<file path="config.mk">
export PLATFORM = sky130hd
export DESIGN_NAME = unsorted_set_store
export DESIGN_NICKNAME = d
export VERILOG_FILES = /design/src/sv/uss_pkg.sv /design/src/sv/uss_dp.sv /design/src/sv/uss_ctrl.sv /design/src/sv/unsorted_set_store.sv
export VERILOG_INCLUDE_DIRS = /design/src /design/src/sv
export SDC_FILE = /design/constraint.sdc
export NUM_CORES = 2
export LEC_CHECK = 0
export ABC_AREA = 1
export BUFFER_PORTS_ARGS = -buffer_cell sky130_fd_sc_hd__buf_2
export CAP_MARGIN = 25
export CORE_MARGIN = 2
export CORE_UTILIZATION = 28
export CTS_CLUSTER_SIZE = 30
export DETAILED_ROUTE_END_ITERATION = 10
export SLEW_MARGIN = 40
export SYNTH_ARGS = -nofsm -noshare
export SYNTH_HDL_FRONTEND = slang
export SYNTH_SLANG_ARGS = --single-unit
</file>
<file path="constraint.sdc">
create_clock -name clk_i -period 5.8 [get_ports clk_i]
set_input_delay 0.58 -clock clk_i [delete_from_list [all_inputs] [get_ports clk_i]]
set_output_delay 0.58 -clock clk_i [all_outputs]
set_load 0.05 [all_outputs]
</file>
<file path="src/sv/assert_macros.svh">
// assert_macros.svh: assertion macros shared by the set store modules.
// No dependencies; included by the files that check their own logic.
`ifndef ASSERT_MACROS_SVH
`define ASSERT_MACROS_SVH

// Check a property on each clock edge, ignoring cycles in reset.
`define USS_ASSERT(label, clk, rst_n, prop, msg) \
  label: assert property (@(posedge clk) disable iff (!rst_n) prop) else $error(msg);

// Check a property on every clock edge, reset included.
`define USS_ASSERT_ALWAYS(label, clk, prop, msg) \
  label: assert property (@(posedge clk) prop) else $error(msg);

`endif

</file>
<file path="src/sv/uss_pkg.sv">
// uss_pkg: shared constants and controller/datapath signal groups
// for the unsorted set store. No dependencies.
package uss_pkg;

  // Default number of stored entries
  localparam int CAPACITY_DEF = 64;

  // Width of the reported count field
  localparam int COUNT_W = 7;

  // Request operation codes
  localparam logic [1:0] FUNC_LOOKUP = 2'd0;
  localparam logic [1:0] FUNC_INSERT = 2'd1;
  localparam logic [1:0] FUNC_REMOVE = 2'd2;

  // Result status codes
  localparam logic [1:0] STATUS_OK       = 2'd0;
  localparam logic [1:0] STATUS_CONFLICT = 2'd1;
  localparam logic [1:0] STATUS_FULL     = 2'd2;

  // Commands from controller to datapath
  typedef struct packed {
    logic       load;        // capture the request, restart the scan
    logic       scan;        // issue the next entry read, compare the last one
    logic       rd_last;     // read the last stored entry
    logic       wr_move;     // copy the last entry over the matching one, shrink
    logic       wr_ins;      // append the key, grow
    logic       set_status;  // latch the status code below
    logic [1:0] status;
    logic       out_load;    // load the result registers
  } uss_cmd_t;

  // Status from datapath to controller
  typedef struct packed {
    logic       hit;       // entry just read matches the key
    logic       scan_end;  // all stored entries compared, no match
    logic       full;      // no free entry left
    logic       found;     // key was seen during this scan
    logic [1:0] func;      // operation of the request in work
  } uss_status_t;

endpackage

</file>
<file path="src/sv/uss_dp.sv">
// uss_dp: datapath of the set store: entry memory, count, scan index,
// key and result registers. Depends on uss_pkg and assert_macros.svh.
`include "assert_macros.svh"

module uss_dp import uss_pkg::*; #(
  parameter int CAPACITY = CAPACITY_DEF
) (
  input  logic             clk_i,
  input  logic             rst_ni,
  input  uss_cmd_t         cmd_i,
  output uss_status_t      stat_o,
  input  logic [1:0]       func_i,
  input  logic [31:0]      value_i,
  output logic             found_o,
  output logic [COUNT_W-1:0] count_o,
  output logic [1:0]       status_o
);

  localparam int AW = (CAPACITY > 1) ? $clog2(CAPACITY) : 1;
  localparam int CW = $clog2(CAPACITY + 1);

  logic [31:0]   entries_q [CAPACITY];
  logic [31:0]   rd_data_q;
  logic [AW-1:0] rd_tag_q, rd_tag_d;
  logic          rd_vld_q, rd_vld_d;
  logic [CW-1:0] idx_q, idx_d;
  logic [CW-1:0] count_q, count_d;
  logic [CW-1:0] count_m1;
  logic [31:0]   key_q;
  logic [1:0]    func_q;
  logic          found_q;
  logic [AW-1:0] pos_q;
  logic [1:0]    status_q;
  logic          out_found_q;
  logic [COUNT_W-1:0] out_count_q;
  logic [1:0]    out_status_q;
  logic [31:0]   count_ext;

  logic          issue;
  logic          hit;
  logic          mem_re, mem_we;
  logic [AW-1:0] mem_ra, mem_wa;
  logic [31:0]   mem_wd;

  // Scan issue and compare
  assign count_m1 = count_q - CW'(1);
  assign issue    = cmd_i.scan && (idx_q < count_q);
  assign hit      = rd_vld_q && (rd_data_q == key_q);

  // Memory port selection
  always_comb begin
    mem_re = issue || cmd_i.rd_last;
    mem_ra = cmd_i.rd_last ? count_m1[AW-1:0] : idx_q[AW-1:0];
    mem_we = cmd_i.wr_ins || cmd_i.wr_move;
    mem_wa = cmd_i.wr_ins ? count_q[AW-1:0] : pos_q;
    mem_wd = cmd_i.wr_ins ? key_q : rd_data_q;
  end

  // Entry memory, one write and one registered read per cycle
  always_ff @(posedge clk_i) begin
    if (mem_we) begin
      entries_q[mem_wa] <= mem_wd;
    end
    if (mem_re) begin
      rd_data_q <= entries_q[mem_ra];
    end
  end

  // Next scan index, read tag and count
  always_comb begin
    idx_d    = idx_q;
    rd_vld_d = rd_vld_q;
    rd_tag_d = rd_tag_q;
    count_d  = count_q;
    if (cmd_i.load) begin
      idx_d    = '0;
      rd_vld_d = 1'b0;
    end else if (cmd_i.scan) begin
      rd_vld_d = issue;
      if (issue) begin
        idx_d    = idx_q + CW'(1);
        rd_tag_d = idx_q[AW-1:0];
      end
    end
    if (cmd_i.wr_ins) begin
      count_d = count_q + CW'(1);
    end else if (cmd_i.wr_move) begin
      count_d = count_m1;
    end
  end

  always_ff @(posedge clk_i or negedge rst_ni) begin
    if (!rst_ni) begin
      idx_q    <= '0;
      rd_vld_q <= 1'b0;
      count_q  <= '0;
    end else begin
      idx_q    <= idx_d;
      rd_vld_q <= rd_vld_d;
      count_q  <= count_d;
    end
  end

  // Hold request, match position and result payload
  always_ff @(posedge clk_i) begin
    rd_tag_q <= rd_tag_d;
    if (cmd_i.load) begin
      key_q   <= value_i;
      func_q  <= func_i;
      found_q <= 1'b0;
    end else if (cmd_i.scan && hit) begin
      found_q <= 1'b1;
      pos_q   <= rd_tag_q;
    end
    if (cmd_i.set_status) begin
      status_q <= cmd_i.status;
    end
    if (cmd_i.out_load) begin
      out_found_q  <= found_q;
      out_count_q  <= count_ext[COUNT_W-1:0];
      out_status_q <= status_q;
    end
  end

  assign count_ext = 32'(count_q);

  assign stat_o.hit      = hit;
  assign stat_o.scan_end = !rd_vld_q && (idx_q >= count_q);
  assign stat_o.full     = (count_q == CW'(CAPACITY));
  assign stat_o.found    = found_q;
  assign stat_o.func     = func_q;

  assign found_o  = out_found_q;
  assign count_o  = out_count_q;
  assign status_o = out_status_q;

  `USS_ASSERT(a_count_bound, clk_i, rst_ni, count_q <= CW'(CAPACITY), "count above capacity")
  `USS_ASSERT(a_ins_grows, clk_i, rst_ni, cmd_i.wr_ins |=> count_q == $past(count_q) + CW'(1), "insert did not grow count")
  `USS_ASSERT(a_move_found, clk_i, rst_ni, cmd_i.wr_move |-> found_q && (count_q != '0), "remove without a match")

endmodule

</file>
<file path="src/sv/uss_ctrl.sv">
// uss_ctrl: request sequencer of the set store: scan, decide, write back,
// hand over the result. Depends on uss_pkg and assert_macros.svh.
`include "assert_macros.svh"

module uss_ctrl import uss_pkg::*; (
  input  logic        clk_i,
  input  logic        rst_ni,
  input  logic        in_valid_i,
  output logic        in_ready_o,
  output logic        out_valid_o,
  input  logic        out_ready_i,
  input  uss_status_t stat_i,
  output uss_cmd_t    cmd_o
);

  localparam logic [2:0] S_IDLE   = 3'd0;
  localparam logic [2:0] S_SCAN   = 3'd1;
  localparam logic [2:0] S_DECIDE = 3'd2;
  localparam logic [2:0] S_MOVE   = 3'd3;
  localparam logic [2:0] S_FINISH = 3'd4;

  logic [2:0] state_q, state_d;
  logic       out_valid_q, out_valid_d;
  logic       slot_free;

  assign slot_free = !out_valid_q || out_ready_i;

  // Sequence one request at a time
  always_comb begin
    state_d = state_q;
    cmd_o   = '0;
    unique case (state_q)
      S_IDLE: begin
        if (in_valid_i) begin
          cmd_o.load = 1'b1;
          state_d    = S_SCAN;
        end
      end
      S_SCAN: begin
        cmd_o.scan = 1'b1;
        if (stat_i.hit || stat_i.scan_end) begin
          state_d = S_DECIDE;
        end
      end
      S_DECIDE: begin
        cmd_o.set_status = 1'b1;
        cmd_o.status     = STATUS_OK;
        state_d          = S_FINISH;
        if (stat_i.func == FUNC_INSERT) begin
          if (stat_i.found) begin
            cmd_o.status = STATUS_CONFLICT;
          end else if (stat_i.full) begin
            cmd_o.status = STATUS_FULL;
          end else begin
            cmd_o.wr_ins = 1'b1;
          end
        end else if (stat_i.func == FUNC_REMOVE) begin
          if (!stat_i.found) begin
            cmd_o.status = STATUS_CONFLICT;
          end else begin
            cmd_o.rd_last = 1'b1;
            state_d       = S_MOVE;
          end
        end
      end
      S_MOVE: begin
        cmd_o.wr_move = 1'b1;
        state_d       = S_FINISH;
      end
      S_FINISH: begin
        if (slot_free) begin
          cmd_o.out_load = 1'b1;
          state_d        = S_IDLE;
        end
      end
      default: begin
        state_d = S_IDLE;
      end
    endcase
  end

  // Hold the result until taken
  assign out_valid_d = (out_valid_q && !out_ready_i) || cmd_o.out_load;

  always_ff @(posedge clk_i or negedge rst_ni) begin
    if (!rst_ni) begin
      state_q     <= S_IDLE;
      out_valid_q <= 1'b0;
    end else begin
      state_q     <= state_d;
      out_valid_q <= out_valid_d;
    end
  end

  assign in_ready_o  = (state_q == S_IDLE);
  assign out_valid_o = out_valid_q;

  `USS_ASSERT(a_finish_shows, clk_i, rst_ni, (state_q == S_FINISH && slot_free) |=> out_valid_q, "finished result not shown")
  `USS_ASSERT(a_hit_decides, clk_i, rst_ni, (state_q == S_SCAN && stat_i.hit) |=> state_q == S_DECIDE, "match did not end scan")
  `USS_ASSERT_ALWAYS(a_one_write, clk_i, !(cmd_o.wr_ins && cmd_o.wr_move), "two writes in one cycle")

endmodule

</file>
<file path="src/sv/unsorted_set_store.sv">
// unsorted_set_store: top level of the unordered set store of signed keys.
// Depends on uss_pkg, uss_ctrl and uss_dp.
//
//   channel  handshake                  payload
//   request  in_valid_i / in_ready_o    func_i[1:0], value_i[31:0]
//   result   out_valid_o / out_ready_i  found_o, count_o[6:0], status_o[1:0]
//
// A request is scanned, decided and written back before the next one is
// accepted; one stored entry is read per cycle through the single read port,
// and the scan stops at the first match.
// Reset clears the count, scan state, sequencer state and result valid; entry contents are left as they are.
// A finished result waits in its output register while the next request
// is taken; a stalled result delays only the finish of the following one.
module unsorted_set_store import uss_pkg::*; #(
  parameter int CAPACITY = CAPACITY_DEF
) (
  input  logic               clk_i,
  input  logic               rst_ni,
  input  logic               in_valid_i,
  output logic               in_ready_o,
  input  logic [1:0]         func_i,
  input  logic signed [31:0] value_i,
  output logic               out_valid_o,
  input  logic               out_ready_i,
  output logic               found_o,
  output logic [COUNT_W-1:0] count_o,
  output logic [1:0]         status_o
);

  uss_cmd_t    cmd;
  uss_status_t stat;

  // Sequencer
  uss_ctrl u_ctrl (
    .clk_i       (clk_i),
    .rst_ni      (rst_ni),
    .in_valid_i  (in_valid_i),
    .in_ready_o  (in_ready_o),
    .out_valid_o (out_valid_o),
    .out_ready_i (out_ready_i),
    .stat_i      (stat),
    .cmd_o       (cmd)
  );

  // Storage and compare
  uss_dp #(
    .CAPACITY (CAPACITY)
  ) u_dp (
    .clk_i    (clk_i),
    .rst_ni   (rst_ni),
    .cmd_i    (cmd),
    .stat_o   (stat),
    .func_i   (func_i),
    .value_i  (value_i),
    .found_o  (found_o),
    .count_o  (count_o),
    .status_o (status_o)
  );

endmodule

</file>
==> flow_summary_export.csv <==
group,metric,value,unit
floorplanning,dieArea,0.343,mm²
clocking,cts_root_buf,"clkbuf_16",
setup_path,path_class,"reg2reg",
logic_synthesis,synth_area_leaders,"edfxtp_1 68%, nand3_1 11%, nand2_1 8.4%",
clocking,cts.repair.resized,0,
logic_synthesis,async_flop_share,0.880,%
sta,relSlewSlack,38.9,%
logic_synthesis,synth_edf_count,2138,
setup_path,worstPathMaxFanout,38,
placed_design,placedCellCount,13300,
power,vdd_drop_max,458,µV
drt,ant_nets,0,
drt,drt_iter0_drc,8336,
global_route,track_usage,15.8,%
placed_design,portBuffers,49,
global_route,antenna_found_initial,7,
layout,drive_gt1_share,7.80,%
sta,finalWorstSetupSlack,1140,ps
clocking,htree_levels,4,
drt,drtPass1Iterations,6,
power,power_density,483,mW/mm²
sta,clock_skew,48.5,ps
logic_synthesis,synth-seq-cells,2158,
floorplanning,pin_count,50,
drt,drt_wl_total,276,mm
logic_synthesis,syn_area_per_cell,10.5,µm²
global_route,grt_pass1_vias,59900,
setup_path,critPathArrivalTime,5230,ps
setup_path,endpoint_kind,"flip-flop",
hold_path,hp-class,"in2reg",
placed_design,gp_congestion,0.858,
logic_synthesis,yosysTopAreaCellShare,67.8,%
outcome,outcome,"finished clean",
sta,hold_viol_final,0,
clocking,clock_sinks,2158,
clocking,hold_buffers,36,
sta,min_period,4660,ps
sta,max_freq,0.215,GHz
power,p_leak,44.3,nW
clocking,cts_tree,"done",
setup_path,start_kind,"flip-flop",
floorplanning,start_util,28.1,%
logic_synthesis,synth_top_area_cell,"edfxtp_1",
global_route,grt_pass1_wl,403,mm
floorplanning,die_w,585,µm
clocking,post_cts_buffers,0,
layout,syn2layout_area_growth,15.5,%
logic_synthesis,synthesis.instances,9021,
logic_synthesis,syn_area,0.0946,mm²
global_route,grt_max_degree,111,
placed_design,pre_cts_ws,1270,ps
logic_synthesis,yosys_warnings,0,
drt,via_per_inst,4.66,
sta,hold_slack,115,ps
placed_design,hpwl,152,mm
run,max_cap_violations,0,
logic_synthesis,yosysSeqAreaShare,68.4,%
clocking,clk_latency,880,ps
logic_synthesis,synth_cell_types,48,
logic_synthesis,yosysMostFrequentCell,"edfxtp_1",
power,total_power,52.7,mW
sta,grt_setup_unrepaired,"false",
setup_path,cp.required,6370,ps
drt,wire_per_inst,20.0,µm
clocking,clkTransAtPathRegs,70,ps
layout,nNetsFinal,9122,
logic_synthesis,yosys-top-cells-count,"2138 x edfxtp_1, 2115 x nand2_1, 1999 x nand3_1",
clocking,cts_buffer_depth,3,
placed_design,placed_area,0.102,mm²
sta,drv_slew,0,
logic_synthesis,ys.flop_type,"edfxtp_1",
drt,drc,0,
sta,fin_crit_sh,80.3,%
global_route,overflow,0,
sta,fin_tns_setup,0,ps
drt,routed-via-count,64200,
sta,setup_viol,0,
layout,final_core_util,32.5,%
layout,final_area,0.109,mm²
floorplanning,rows,213,
sta,worstMarginPinSlew,914,ps
layout,final_cells,13800,
floorplanning,core_area,0.337,mm²
clocking,cts_made_buffers,212,
layout,fill_cells,33500,
floorplanning,chipHeight,585,µm
logic_synthesis,syn-num-nets,9069,
==> state kept, by name, summed over array words and instances, names as in the netlist, 6 cells and up <==
name,count
u_dp.count_q,7
u_dp.rd_data_q,32
u_dp.entries_q,2048
u_dp.rd_tag_q,6
u_dp.idx_q,7
u_dp.key_q,32
u_dp.pos_q,6
u_dp.count_o,7
==> logic make-up after synthesis <==
kind of cell	share of synthesized area, %
compound gates	0.483
fa+ha+maj	0.132
flops	68.4
xor+xnor	0.204
simple gates	21.1
buf+inv	9.72
==> per-layer routing <==
layer | track usage, % | vias up | wire length (µm) | share of wire (%)
met5 | 0.224 | - | 103 | 0.037
li1 | - | 29700 | - | -
met3 | 2.63 | 403 | 26800 | 9.7
met4 | 4.40 | 2 | 6820 | 2.5
met1 | 22.9 | 31200 | 120000 | 44
met2 | 24.0 | 2922 | 122000 | 44
==> final cells by class <==
class,instances,area (µm²),area share [%]
Tap cell,4515,5650,5.17
Antenna cell,2,5.00,0.00458
Clock inverter,129,1400,1.28
Multi-Input combinational cell,4546,21700,19.8
Sequential cell,2158,64700,59.2
Clock buffer,267,5570,5.10
Timing Repair Buffer,316,3380,3.09
Inverter,1840,6920,6.33
==> cells in the final DEF (no fill, tap or decap), types with 17 or more instances in the layout <==
cell type / netlist / final
edfxtp_1: 2138 / 2138
clkinv_1: 1 / 57
nand3b_1: 164 / 164
inv_1: 1831 / 1829
buf_12: 0 / 74
nand3_1: 1999 / 1999
o21ai_4: 0 / 27
nor2_4: 1 / 65
buf_4: 6 / 135
clkbuf_16: 0 / 213
buf_6: 0 / 17
o21ai_0: 44 / 21
nand2_1: 2115 / 2097
clkinv_2: 0 / 32
nor2_1: 92 / 28
clkbuf_1: 79 / 50
dlygate4sd3_1: 0 / 36
buf_2: 382 / 49
bufinv_16: 0 / 22
dfrtp_1: 19 / 19
==> final timing paths <==
path,startpoint,end,slack (ps),depth (start not counted)
min in group asynchronous,rst_ni,u_ctrl.state_q[0],220,2
worst min-delay path,in_valid_i,u_ctrl.state_q[0],110,3
worst max register to register,u_dp.count_q[0],u_dp.entries_q[23][24],1140,13
worst min register to register,u_dp.status_q[0],u_dp.status_o[0],420,0
max in group asynchronous,rst_ni,u_dp.idx_q[0],5220,2
worst max-delay path,u_dp.count_q[0],u_dp.entries_q[23][24],1140,13
==> critical path, cell delays in order, from the launching register on <==
cell,delay (ps)
dfrtp_1,510
inv_1,260
ha_1,240
nand3_1,160
nor3_2,160
nand2_1,130
nand2_4,420
inv_1,110
buf_4,240
o21ai_1,590
nand3_1,350
buf_4,320
nor2_4,570
buf_12,240
==> report_power, final <==
part,switching (mW),total [mW],internal (mW),leakage (nW)
sequential,0.489,20.6,20.1,19.5
clock,6.06,13.9,7.81,3.38
combinational,14.0,18.3,4.35,21.4
total,20.5,52.7,32.2,44.3
(Power assumes the default switching activity.)
